**src/dcf_pkg.sv**
```systemverilog
// ----------------------------------------------------------------------------
// dcf_pkg
// Types, constants and Q16.16 arithmetic helpers shared by the contact force
// pipeline.
// ----------------------------------------------------------------------------
`default_nettype none

package dcf_pkg;

    localparam int Q_W         = 32;
    localparam int R_W         = 31;
    localparam int IDX_W       = 14;
    localparam int KN_W        = 16;
    localparam int CF_W        = 8;
    localparam int BASE_W      = 15;
    localparam int K_W         = 24;
    localparam int CFG_DATA_W  = 31;
    localparam int CFG_INDEX_W = 3;
    localparam int NUM_STAGES  = 8;

    typedef logic signed [Q_W-1:0] q_t;
    typedef logic [R_W-1:0]        ufix_t;
    typedef logic [K_W-1:0]        stiff_t;

    localparam q_t Q_MAX = 32'sh7FFF_FFFF;
    localparam q_t Q_MIN = 32'sh8000_0000;

    localparam logic [BASE_W-1:0] MAX_PARTICLES = 15'd16384;

    // configuration register indexes
    localparam logic [CFG_INDEX_W-1:0] CFG_NORMAL_STIFFNESS = 3'd0;
    localparam logic [CFG_INDEX_W-1:0] CFG_STIFFNESS_FACTOR = 3'd1;
    localparam logic [CFG_INDEX_W-1:0] CFG_BASE_COUNT       = 3'd2;
    localparam logic [CFG_INDEX_W-1:0] CFG_DAMPING          = 3'd3;
    localparam logic [CFG_INDEX_W-1:0] CFG_FRICTION_COEFF   = 3'd4;
    localparam logic [CFG_INDEX_W-1:0] CFG_TIME_STEP        = 3'd5;

    localparam logic [KN_W-1:0]   KN_RESET   = 16'd1000;
    localparam logic [CF_W-1:0]   CF_RESET   = 8'd10;
    localparam logic [BASE_W-1:0] BASE_RESET = 15'd0;
    localparam ufix_t             DAMP_RESET = 31'd0;
    localparam ufix_t             MU_RESET   = 31'd32768;
    localparam ufix_t             DT_RESET   = 31'd66;
    localparam stiff_t K_BOTH_RESET  = 24'd10000;
    localparam stiff_t K_MIXED_RESET = 24'd5500;

    typedef struct packed {
        logic [IDX_W-1:0] index_i;
        logic [IDX_W-1:0] index_j;
        q_t               overlap;
        q_t               normal_x;
        q_t               normal_y;
        q_t               rel_vel_x;
        q_t               rel_vel_y;
        q_t               spin_i;
        q_t               spin_j;
        ufix_t            radius_i;
        ufix_t            radius_j;
        q_t               prev_tangential;
    } contact_t;

    typedef struct packed {
        q_t   normal_force;
        q_t   tangential_force;
        q_t   force_x;
        q_t   force_y;
        q_t   torque_i;
        q_t   torque_j;
        logic slipping;
    } result_t;

    // configuration as seen by the datapath
    typedef struct packed {
        logic [KN_W-1:0]   kn;
        stiff_t            k_both;
        stiff_t            k_mixed;
        logic [BASE_W-1:0] base;
        ufix_t             damp;
        ufix_t             mu;
        ufix_t             dt;
    } cfg_t;

    function automatic logic signed [63:0] ext(input q_t a);
        return 64'(a);
    endfunction

    function automatic q_t to_q(input ufix_t u);
        return q_t'({1'b0, u});
    endfunction

    function automatic q_t sat_q(input logic signed [63:0] v);
        if (v[63:Q_W-1] == '0 || v[63:Q_W-1] == '1)
            return q_t'(v[Q_W-1:0]);
        else if (v[63])
            return Q_MIN;
        else
            return Q_MAX;
    endfunction

    // Q16.16 product, floor rounding, saturated
    function automatic q_t qmul(input q_t a, input q_t b);
        logic signed [63:0] p;
        p = 64'(a) * 64'(b);
        return sat_q(p >>> 16);
    endfunction

    // Q16.16 value times integer stiffness, full width
    function automatic logic signed [63:0] mul_k(input q_t a, input stiff_t k);
        logic signed [K_W:0] ks;
        ks = signed'({1'b0, k});
        return 64'(a) * 64'(ks);
    endfunction

endpackage

`default_nettype wire

```
**src/dcf_pipe_ctrl.sv**
```systemverilog
// ----------------------------------------------------------------------------
// dcf_pipe_ctrl
// Valid bits and per-stage load enables; a stage loads when it is empty or
// its successor loads, so bubbles close up under a stall.
// ----------------------------------------------------------------------------
`default_nettype none

module dcf_pipe_ctrl (
    input  wire logic                            clk,
    input  wire logic                            rst_n,
    input  wire logic                            in_valid,
    output logic                                 in_ready,
    output logic                                 out_valid,
    input  wire logic                            out_ready,
    output logic [dcf_pkg::NUM_STAGES-1:0]       stage_en
);
    import dcf_pkg::*;

    logic [NUM_STAGES-1:0] valid_reg;
    logic [NUM_STAGES-1:0] valid_next;

    always_comb
    begin
        stage_en[NUM_STAGES-1] = !valid_reg[NUM_STAGES-1] || out_ready;
        for (int s = NUM_STAGES - 2; s >= 0; s--)
            stage_en[s] = !valid_reg[s] || stage_en[s+1];

        valid_next[0] = stage_en[0] ? in_valid : valid_reg[0];
        for (int s = 1; s < NUM_STAGES; s++)
            valid_next[s] = stage_en[s] ? valid_reg[s-1] : valid_reg[s];
    end

    always_ff @(posedge clk or negedge rst_n)
    begin
        if (!rst_n)
            valid_reg <= '0;
        else
            valid_reg <= valid_next;
    end

    assign in_ready  = stage_en[0];
    assign out_valid = valid_reg[NUM_STAGES-1];

endmodule

`default_nettype wire

```
**config.mk**
```make
export PLATFORM = sky130hd
export DESIGN_NAME = dcf_pipe_ctrl
export DESIGN_NICKNAME = d
export VERILOG_FILES = /design/src/dcf_pkg.sv /design/src/dcf_pipe_ctrl.sv
export SDC_FILE = /design/constraint.sdc
export NUM_CORES = 1
export LEC_CHECK = 0
export BUFFER_PORTS_ARGS = -buffer_cell sky130_fd_sc_hd__buf_4
export CAP_MARGIN = 40
export CORE_AREA = 2 2 39 41
export DETAILED_ROUTE_END_ITERATION = 8
export DIE_AREA = 0 0 41 43
export PLACE_DENSITY = 0.56
export SKIP_CTS_REPAIR_TIMING = 1
export SLEW_MARGIN = 25
export SYNTH_ARGS = -nofsm -noshare
export SYNTH_HDL_FRONTEND = slang
export SYNTH_SLANG_ARGS = --single-unit
```
**constraint.sdc**
```tcl
create_clock -name clk -period 3.4 [get_ports clk]
set_input_delay 0.68 -clock clk [delete_from_list [all_inputs] [get_ports clk]]
set_output_delay 0.68 -clock clk [all_outputs]
set_load 0.05 [all_outputs]
```
==> summary.md <==
| Metric | Value |
|---|---|
| Syn Inst Count | `29` |
| CP startpoint kind | `input pin` |
| Via count | `267` |
| Max VDD drop | `272 uV` |
| Setup slack after placement | `1170 ps` |
| Routability cong. | `0.612` |
| DRC | `0` |
| Chip width | `41 um` |
| Slowest cell delay on critical path | `410 ps` |
| CP arrival | `1550 ps` |
| Layout area overhead | `33.6%` |
| P per Cell Area | `705 nW/um2` |
| Placed Cells | `55` |
| Worst-path clk slew | `50 ps` |
| All-Layer GR Usage | `9.15%` |
| Iteration-0 DRC Markers | `7` |
| Placed wire-length estimate | `455 um` |
| CTS root buffer | `clkbuf_4` |
| I/O Pins | `14` |
| Commonest cells after routing, fill and taps aside | `13 x buf_4, 8 x dfrtp_1, 3 x nand2b_1, 3 x clkbuf_4` |
| Setup TNS | `0 ps` |
| Fin cells | `58` |
| IO Port Bufs | `13` |
| Die height | `43 um` |
| Crit path launch | `out_ready` |
| R2R setup slack | `2380 ps` |
| Htree depth | `1` |
| ANT nets after route | `0` |
| Worst r2r dst | `valid_reg[0]$_DFFE_PN0P_` |
| Core footprint | `1380 um2` |
| Setup crit end | `stage_en[0]` |
| Area taken by multi-input logic gates | `119 um2` |
| Diode count | `0` |
| Drt total wl | `622 um` |
| Commonest non-fill, non-tap cell in the layout | `buf_4` |
| Critical path's most frequent cell | `buf_4` |
| Fin. max-slew vios | `0` |
| Period minus WS final | `2230 ps` |
| Avg WL per Cell | `10.7 um` |
| Syn Std Cell Area | `347 um2` |
| CP cell instances | `buf_4, and4b_4, nand4_1, buf_4` |
| Synthesized area per cell | `12.0 um2` |
| Clk_lat worst skew | `250 ps` |
| Fill cells | `144` |
| Slew HR | `85.2%` |
| Outcome | `finished clean` |
| Num CTS Buffers | `3` |
| Gr ovfl total | `0` |
| # nets final | `48` |
| Initial Util | `25.0%` |
| RSZ-0062 raised after global routing | `no` |
| Max Cap Viol | `0` |
| Final setup fails | `0` |
| R2r startpoint | `valid_reg[4]$_DFFE_PN0P_` |
| TritonCTS clock tree | `built` |
| Clk buf depth | `2` |
| R2R cell count | `2` |
| #FFs+latches synth | `8` |
| Flip-flop count of the largest register after layout | `8` |
| Number of placement rows | `14` |
| Net count after synthesis | `33` |
| CP max FO | `12` |
| Final setup margin | `1170 ps` |
| Die area | `1760 um2` |
| Vias in the first global route | `227` |
| Leak pwr | `0.000209 uW` |
| Register Area | `200 um2` |
| Register area share after synthesis | `57.8%` |
| DR pass1 iterations | `4` |
| Worst Max-Slew Pin Slew | `221 ps` |
| Layout cells sized above 1 | `42.9%` |
| Pin count of the biggest net entering global routing | `13` |
| FMAX | `0.448 GHz` |
| Worst Skew | `1.52 ps` |
| Period utilization | `65.7%` |
| Via density | `4.60` |
| Final Hold Vio Count | `0` |
| CTS sink count | `8` |
| Slowest cell on the critical path | `and4b_4` |
| Critical Path RT | `2720 ps` |
| Warnings from Yosys | `0` |
| First-pass GRT wire length | `986 um` |
| Worst Setup Path Type | `in2out` |
| Crit path capture type | `output port` |
| Yosys cell types | `17` |
| Initial antenna violation count | `0` |
| Worst hold path type | `in2async` |
-- per-stage QoR --
step	util (%)	hold slack, ps	cell area [um2]	total power (uW)
floorplan	-	384	347	229
global placement	31.8	440	440	258
detailed placement	31.8	450	440	258
CTS	33.5	227	463	330
global route	33.5	230	463	345
finish	33.5	232	463	327
-- power breakdown --
part | internal (uW) | switching, uW | total, uW
logic | 42.6 | 88.0 | 131
registers | 112 | 13.9 | 125
clock network | 40.2 | 30.3 | 70.5
-- routing by layer --
metal  up-vias  wire [um]  global-route usage, %
li1        126          -                      -
met1       125        284                   11.7
met2        14        259                   9.69
met3         2         70                   7.85
met4         0          8                   6.00
met5         -          0                      0
-- layout make-up --
type                       count  area share (%)
clock buffer                   3            4.86
inverter                       1           0.811
sequential                     8            43.2
multi-input combinational     17            25.7
timing repair buffer          13            21.1
tap                           16            4.32
-- logic make-up after synthesis --
group           synth area share (%)
simple gates                    22.0
flops                           57.8
compound gates                  12.3
buf+inv                         7.94
-- worst min-delay path by stage --
stage | from | cells past startpoint | endpoint
after floorplan | rst_n | 0 | valid_reg[0]$_DFFE_PN0P_
after global placement | valid_reg[2]$_DFFE_PN0P_ | 1 | valid_reg[3]$_DFFE_PN0P_
after detailed placement | valid_reg[2]$_DFFE_PN0P_ | 1 | valid_reg[3]$_DFFE_PN0P_
after CTS | rst_n | 1 | valid_reg[5]$_DFFE_PN0P_
after global routing | rst_n | 1 | valid_reg[5]$_DFFE_PN0P_
final | rst_n | 1 | valid_reg[7]$_DFFE_PN0P_
-- synthesized netlist by cell type --
library cell	number	area, um2
a31o_2	1	8.76
a21o_1	2	15.0
nand3b_1	1	7.51
and3_1	1	6.26
a41o_1	1	10.0
buf_6	1	11.3
inv_1	1	3.75
buf_2	1	5.00
dfrtp_1	8	200
nand4_1	1	6.26
nand2_1	2	7.51
and4b_4	1	13.8
buf_4	1	7.51
nand3_1	2	10.0
nand2b_1	3	18.8
or2_1	1	6.26
a31o_1	1	8.76
-- worst max-delay path, delay by kind of cell --
family	cells	cell delay, ps
AND/OR/NAND/NOR	2	550
buffers and inverters	2	320
(Power assumes the default switching activity.)
