--- src/dcf_pkg.sv ---
// ----------------------------------------------------------------------------
// dcf_pkg
// Types, constants and Q16.16 arithmetic helpers shared by the contact force
// pipeline.
// ----------------------------------------------------------------------------
`default_nettype none

package dcf_pkg;

    localparam int Q_W         = 32;
    localparam int R_W         = 31;
    localparam int IDX_W       = 14;
    localparam int KN_W        = 16;
    localparam int CF_W        = 8;
    localparam int BASE_W      = 15;
    localparam int K_W         = 24;
    localparam int CFG_DATA_W  = 31;
    localparam int CFG_INDEX_W = 3;
    localparam int NUM_STAGES  = 8;

    typedef logic signed [Q_W-1:0] q_t;
    typedef logic [R_W-1:0]        ufix_t;
    typedef logic [K_W-1:0]        stiff_t;

    localparam q_t Q_MAX = 32'sh7FFF_FFFF;
    localparam q_t Q_MIN = 32'sh8000_0000;

    localparam logic [BASE_W-1:0] MAX_PARTICLES = 15'd16384;

    // configuration register indexes
    localparam logic [CFG_INDEX_W-1:0] CFG_NORMAL_STIFFNESS = 3'd0;
    localparam logic [CFG_INDEX_W-1:0] CFG_STIFFNESS_FACTOR = 3'd1;
    localparam logic [CFG_INDEX_W-1:0] CFG_BASE_COUNT       = 3'd2;
    localparam logic [CFG_INDEX_W-1:0] CFG_DAMPING          = 3'd3;
    localparam logic [CFG_INDEX_W-1:0] CFG_FRICTION_COEFF   = 3'd4;
    localparam logic [CFG_INDEX_W-1:0] CFG_TIME_STEP        = 3'd5;

    localparam logic [KN_W-1:0]   KN_RESET   = 16'd1000;
    localparam logic [CF_W-1:0]   CF_RESET   = 8'd10;
    localparam logic [BASE_W-1:0] BASE_RESET = 15'd0;
    localparam ufix_t             DAMP_RESET = 31'd0;
    localparam ufix_t             MU_RESET   = 31'd32768;
    localparam ufix_t             DT_RESET   = 31'd66;
    localparam stiff_t K_BOTH_RESET  = 24'd10000;
    localparam stiff_t K_MIXED_RESET = 24'd5500;

    typedef struct packed {
        logic [IDX_W-1:0] index_i;
        logic [IDX_W-1:0] index_j;
        q_t               overlap;
        q_t               normal_x;
        q_t               normal_y;
        q_t               rel_vel_x;
        q_t               rel_vel_y;
        q_t               spin_i;
        q_t               spin_j;
        ufix_t            radius_i;
        ufix_t            radius_j;
        q_t               prev_tangential;
    } contact_t;

    typedef struct packed {
        q_t   normal_force;
        q_t   tangential_force;
        q_t   force_x;
        q_t   force_y;
        q_t   torque_i;
        q_t   torque_j;
        logic slipping;
    } result_t;

    // configuration as seen by the datapath
    typedef struct packed {
        logic [KN_W-1:0]   kn;
        stiff_t            k_both;
        stiff_t            k_mixed;
        logic [BASE_W-1:0] base;
        ufix_t             damp;
        ufix_t             mu;
        ufix_t             dt;
    } cfg_t;

    function automatic logic signed [63:0] ext(input q_t a);
        return 64'(a);
    endfunction

    function automatic q_t to_q(input ufix_t u);
        return q_t'({1'b0, u});
    endfunction

    function automatic q_t sat_q(input logic signed [63:0] v);
        if (v[63:Q_W-1] == '0 || v[63:Q_W-1] == '1)
            return q_t'(v[Q_W-1:0]);
        else if (v[63])
            return Q_MIN;
        else
            return Q_MAX;
    endfunction

    // Q16.16 product, floor rounding, saturated
    function automatic q_t qmul(input q_t a, input q_t b);
        logic signed [63:0] p;
        p = 64'(a) * 64'(b);
        return sat_q(p >>> 16);
    endfunction

    // Q16.16 value times integer stiffness, full width
    function automatic logic signed [63:0] mul_k(input q_t a, input stiff_t k);
        logic signed [K_W:0] ks;
        ks = signed'({1'b0, k});
        return 64'(a) * 64'(ks);
    endfunction

endpackage

`default_nettype wire

--- src/dcf_cfg.sv ---
// ----------------------------------------------------------------------------
// dcf_cfg
// Configuration registers and the precomputed stiffness of added and mixed
// particle pairs.
// ----------------------------------------------------------------------------
`default_nettype none

module dcf_cfg (
    input  wire logic                             clk,
    input  wire logic                             rst_n,
    input  wire logic                             cfg_wr_en,
    input  wire logic [dcf_pkg::CFG_INDEX_W-1:0]  cfg_index,
    input  wire logic [dcf_pkg::CFG_DATA_W-1:0]   cfg_data,
    output dcf_pkg::cfg_t                         cfg
);
    import dcf_pkg::*;

    logic [KN_W-1:0]   kn_reg;
    logic [CF_W-1:0]   cf_reg;
    logic [BASE_W-1:0] base_reg;
    logic [BASE_W-1:0] base_next;
    ufix_t             damp_reg;
    ufix_t             mu_reg;
    ufix_t             dt_reg;
    stiff_t            k_both_reg;
    stiff_t            k_both_next;
    stiff_t            k_mixed_reg;
    stiff_t            k_mixed_next;

    always_comb
    begin
        if (cfg_data[BASE_W-1:0] > MAX_PARTICLES)
            base_next = MAX_PARTICLES;
        else
            base_next = cfg_data[BASE_W-1:0];
        k_both_next  = K_W'(kn_reg) * K_W'(cf_reg);
        k_mixed_next = (K_W'(kn_reg) * (K_W'(cf_reg) + K_W'(1))) >> 1;
    end

    always_ff @(posedge clk or negedge rst_n)
    begin
        if (!rst_n)
        begin
            kn_reg      <= KN_RESET;
            cf_reg      <= CF_RESET;
            base_reg    <= BASE_RESET;
            damp_reg    <= DAMP_RESET;
            mu_reg      <= MU_RESET;
            dt_reg      <= DT_RESET;
            k_both_reg  <= K_BOTH_RESET;
            k_mixed_reg <= K_MIXED_RESET;
        end
        else
        begin
            // derived stiffness follows the registers in the next cycle
            k_both_reg  <= k_both_next;
            k_mixed_reg <= k_mixed_next;
            if (cfg_wr_en)
            begin
                unique case (cfg_index)
                    CFG_NORMAL_STIFFNESS: kn_reg   <= cfg_data[KN_W-1:0];
                    CFG_STIFFNESS_FACTOR: cf_reg   <= cfg_data[CF_W-1:0];
                    CFG_BASE_COUNT:       base_reg <= base_next;
                    CFG_DAMPING:          damp_reg <= cfg_data[R_W-1:0];
                    CFG_FRICTION_COEFF:   mu_reg   <= cfg_data[R_W-1:0];
                    CFG_TIME_STEP:        dt_reg   <= cfg_data[R_W-1:0];
                    default:              ;
                endcase
            end
        end
    end

    assign cfg.kn      = kn_reg;
    assign cfg.k_both  = k_both_reg;
    assign cfg.k_mixed = k_mixed_reg;
    assign cfg.base    = base_reg;
    assign cfg.damp    = damp_reg;
    assign cfg.mu      = mu_reg;
    assign cfg.dt      = dt_reg;

endmodule

`default_nettype wire

--- config.mk ---
export PLATFORM = sky130hd
export DESIGN_NAME = dcf_cfg
export DESIGN_NICKNAME = d
export VERILOG_FILES = /design/src/dcf_pkg.sv /design/src/dcf_cfg.sv
export SDC_FILE = /design/constraint.sdc
export NUM_CORES = 1
export LEC_CHECK = 0
export ABC_AREA = 1
export BUFFER_PORTS_ARGS = -buffer_cell sky130_fd_sc_hd__buf_2
export CAP_MARGIN = 20
export CORE_AREA = 3 3 140 196
export DETAILED_ROUTE_END_ITERATION = 10
export DIE_AREA = 0 0 143 199
export GPL_ROUTABILITY_DRIVEN = 1
export GPL_TIMING_DRIVEN = 0
export PLACE_DENSITY = 0.83
export SETUP_SLACK_MARGIN = 0.3
export SLEW_MARGIN = 15
export SYNTH_ARGS = -nofsm -noshare
export SYNTH_HDL_FRONTEND = slang
export SYNTH_SLANG_ARGS = --single-unit
--- constraint.sdc ---
create_clock -name clk -period 6.6 [get_ports clk]
set_clock_uncertainty 0.15 [all_clocks]
set_input_delay 0.33 -clock clk [delete_from_list [all_inputs] [get_ports clk]]
set_output_delay 0.33 -clock clk [all_outputs]
set_load 0.02 [all_outputs]
==> results by group <==
Status
  – Status: completed

Cells and area
  – Fin nets: 2475
  – Fin cells: 2506
  – Layout cell share with drive strength beyond 1: 13.6%
  – Fin util: 67.3%
  – Filler instances: 2023
  – Area growth syn-to-layout: 13.9%

Synthesis
  – Count leader, synth: nand2_1
  – Seq cells post-synth: 179
  – Synth Area in XOR/XNOR: 1.14%
  – Post-synth cell types: 33
  – YS warnings: 0
  – EDFF count, synth: 0
  – Adder-Cell Fraction of Synth Area: 30.9%
  – Compound-Gate Fraction of Synth Area: 5.06%
  – Main combinational cell family by area after synthesis: adder cells
  – Fraction of registers with async set/reset: 100%
  – Area share of the largest cell type after synthesis: 25.2%
  – Main flop type after synthesis: dfrtp_1
  – Simple-gate share of the synthesized area: 21.4%
  – Synth cell count leaders: nand2_1 (601), inv_1 (412), fa_1 (182)
  – Synth area leaders: dfrtp_1 (25%), fa_1 (24%), nand2_1 (15%)
  – Area leader, netlist: dfrtp_1
  – Post-Syn Instances: 1938
  – Synth Area per Inst: 7.93 µm²
  – Seq/Total Area, Yosys: 29.3%
  – Syn Nets: 2245
  – Post-Synthesis Cell Area: 0.0154 mm²
  – Mux share of post-synthesis cell area: 0%

Global route
  – Initial antenna violation count: 1
  – Overflow after GRT: 0
  – Vias in the first global route: 14285
  – First-pass GRT wire length: 69.9 mm
  – Gr usage total: 31.2%
  – Largest net degree at the start of global routing: 105

Floorplanning
  – # IOs: 209
  – Initial cell density of the core: 59.1%
  – # rows: 70
  – Chip height: 199 µm
  – Die Wd: 143 µm
  – Full die area: 0.0285 mm²
  – Area of the core: 0.0260 mm²

Placement
  – Global placer's final weighted congestion: 1.00
  – Place WS: 1260 ps
  – DP Cell Count: 2470
  – Detail Placement HPWL: 32.8 mm
  – Port bufs: 207

Routing
  – Iter 0 DRT Violations: 888
  – Detailed-route wire length: 42.5 mm
  – DR vias: 13636
  – DRC viols: 0
  – Post-DR wirelength/cell: 17.0 µm
  – Number of routed nets with antenna violations: 0
  – Pre-antenna DRT Iters: 8
  – Vias per std cell: 5.44

Hold path
  – Min-delay worst type: input port to flip-flop

Clock tree
  – TritonCTS clock tree: done
  – Clk slew on worst S/H paths: 80 ps
  – Clk_lat worst skew: 450 ps
  – Clk root buf: clkbuf_16
  – # H-tree levels: 4
  – CTS Buffer Depth: 2
  – Post-CTS Setup Bufs: 0
  – Total clock sinks: 179
  – CTS buffer count: 17

Timing
  – Minimum period implied by the final worst setup slack: 5450 ps
  – Worst-Margin Slew: 784 ps
  – Worst rel slew slack: 47.7%
  – Final setup violation count: 0
  – Max-slew violation count: 0
  – Final setup margin: 1150 ps
  – F_max: 183 MHz
  – RSZ-0062 raised after global routing: false
  – Post-Route Setup TNS: 0 ps
  – Final Hold Vio Count: 0
  – Fin crit share: 82.6%

Setup path
  – Crit path cell chain: ha_1, clkbuf_1, clkbuf_1, nand2_1, fa_1, inv_1, fa_1, fa_1, inv_1, fa_1, inv_1, ha_1, a21oi_1, nor2_1, nor2_1, nand2_1, nand2_1, nand2_1, nand2_1, nand2_1
  – Critical path's top delay family: adder cells
  – Max incr delay on CP: 560 ps
  – Crit path DAT: 5650 ps
  – Critical Path RT: 6800 ps
  – Most used cell, CP: nand2_1
  – Crit path buf inv count: 5
  – CP Max Fanout: 10
  – Setup CP Type: flip-flop to flip-flop
  – Slowest CP cell: fa_1
  – Startpoint type of the worst setup path: flip-flop
  – Crit path capture type: flip-flop

Power and ir drop
  – Sequential share of power: 20.9%
  – Pwr Density: 440 mW/mm²
  – Sw frac: 51.7%
  – Logic pwr share: 64.9%
  – Pwr Total: 0.00771 W
  – Clock power share: 14.2%
  – LEAKAGE: 10.1 nW
  – Switching power: 0.00398 W
  – Power Internal: 0.00372 W
  – VDD IR-drop max: 0.502 mV

Run
  – Max_cap viols: 0
[stage by stage]
step	instance area, µm²	hold slack (ps)
floorplan	15400	-116
global route	17500	21.5
finish	17500	4.67
detailed placement	16800	287
CTS	17500	3.82
global placement	16800	311
[cell usage in the layout, fill, tap and decap left out, types with 55 or more instances in the layout]
cell,synthesis,routed
ha_1,88,88
inv_1,412,412
nand3_1,58,58
o21ai_0,121,121
fa_1,182,182
buf_2,8,214
clkbuf_1,55,55
nor2_1,141,141
nand2_1,601,601
dfrtp_1,155,155
[tightest hold or removal path: cells and delay by family]
kind	cells	cell delay [ps]
buf+inv	2	160
compound gates	1	80
[area by class of cell]
cell class / count / area [µm²] / area share, %
Clock buffer: 17 / 425 / 2.43
Tap cell: 324 / 405 / 2.31
Multi-Input combinational cell: 1273 / 8990 / 51.4
Antenna cell: 1 / 2.50 / 0.0143
Buffer: 73 / 314 / 1.79
Sequential cell: 179 / 4510 / 25.7
Timing Repair Buffer: 211 / 1100 / 6.30
Clock inverter: 15 / 206 / 1.18
Inverter: 413 / 1550 / 8.87
[kinds of logic after synthesis]
| family | Yosys count |
|---|---|
| AO/OA/AOI/OAI | 150 |
| XOR/XNOR | 20 |
| adder cells (fa/ha/maj) | 270 |
| buffers and inverters | 486 |
| flip-flops | 179 |
| other | 1 |
| AND/OR/NAND/NOR | 832 |
[path summary, 6_finish.rpt]
kind | cells past startpoint | to | slack [ps] | startpoint
setup / recovery | 20 | k_mixed_reg[19] | 1150 | cf_reg[0]
hold / removal | 3 | damp_reg[25] | 5 | cfg_data[25]
setup reg to reg | 20 | k_mixed_reg[19] | 1150 | cf_reg[0]
hold reg to reg | 2 | base_reg[8] | 340 | base_reg[8]
max in group asynchronous | 3 | k_both_reg[9] | 5070 | rst_n
min in group asynchronous | 2 | mu_reg[7] | 360 | rst_n
[metal layers]
metal | global-route usage (%) | share of wire (%) | vias to the layer above
li1 | - | - | 6167
met4 | 20.7 | 7.4 | 0
met3 | 5.82 | 7.3 | 217
met1 | 35.1 | 35 | 6525
met5 | 0 | 0 | -
met2 | 53.6 | 50 | 727
[power groups by stage]
| stage | clock (W) | sequential, W | combinational, W |
|---|---|---|---|
| 2_1_floorplan | 0 | 0.00194 | 0.00323 |
| 3_3_place_gp | 0 | 0.00162 | 0.00470 |
| 3_5_place_dp | 0 | 0.00161 | 0.00485 |
| 4_1_cts | 0.00109 | 0.00160 | 0.00497 |
| 5_1_grt | 0.00114 | 0.00164 | 0.00563 |
| 6_report | 0.00109 | 0.00161 | 0.00500 |
[repair_timing]
| item | in CTS | in global routing |
|---|---|---|
| gates resized for setup | 0 | 0 |
| hold buffers | 3 | 0 |
| hold endpoints to repair | 90 | 0 |
No activity file was read; power rests on OpenSTA's default activity.
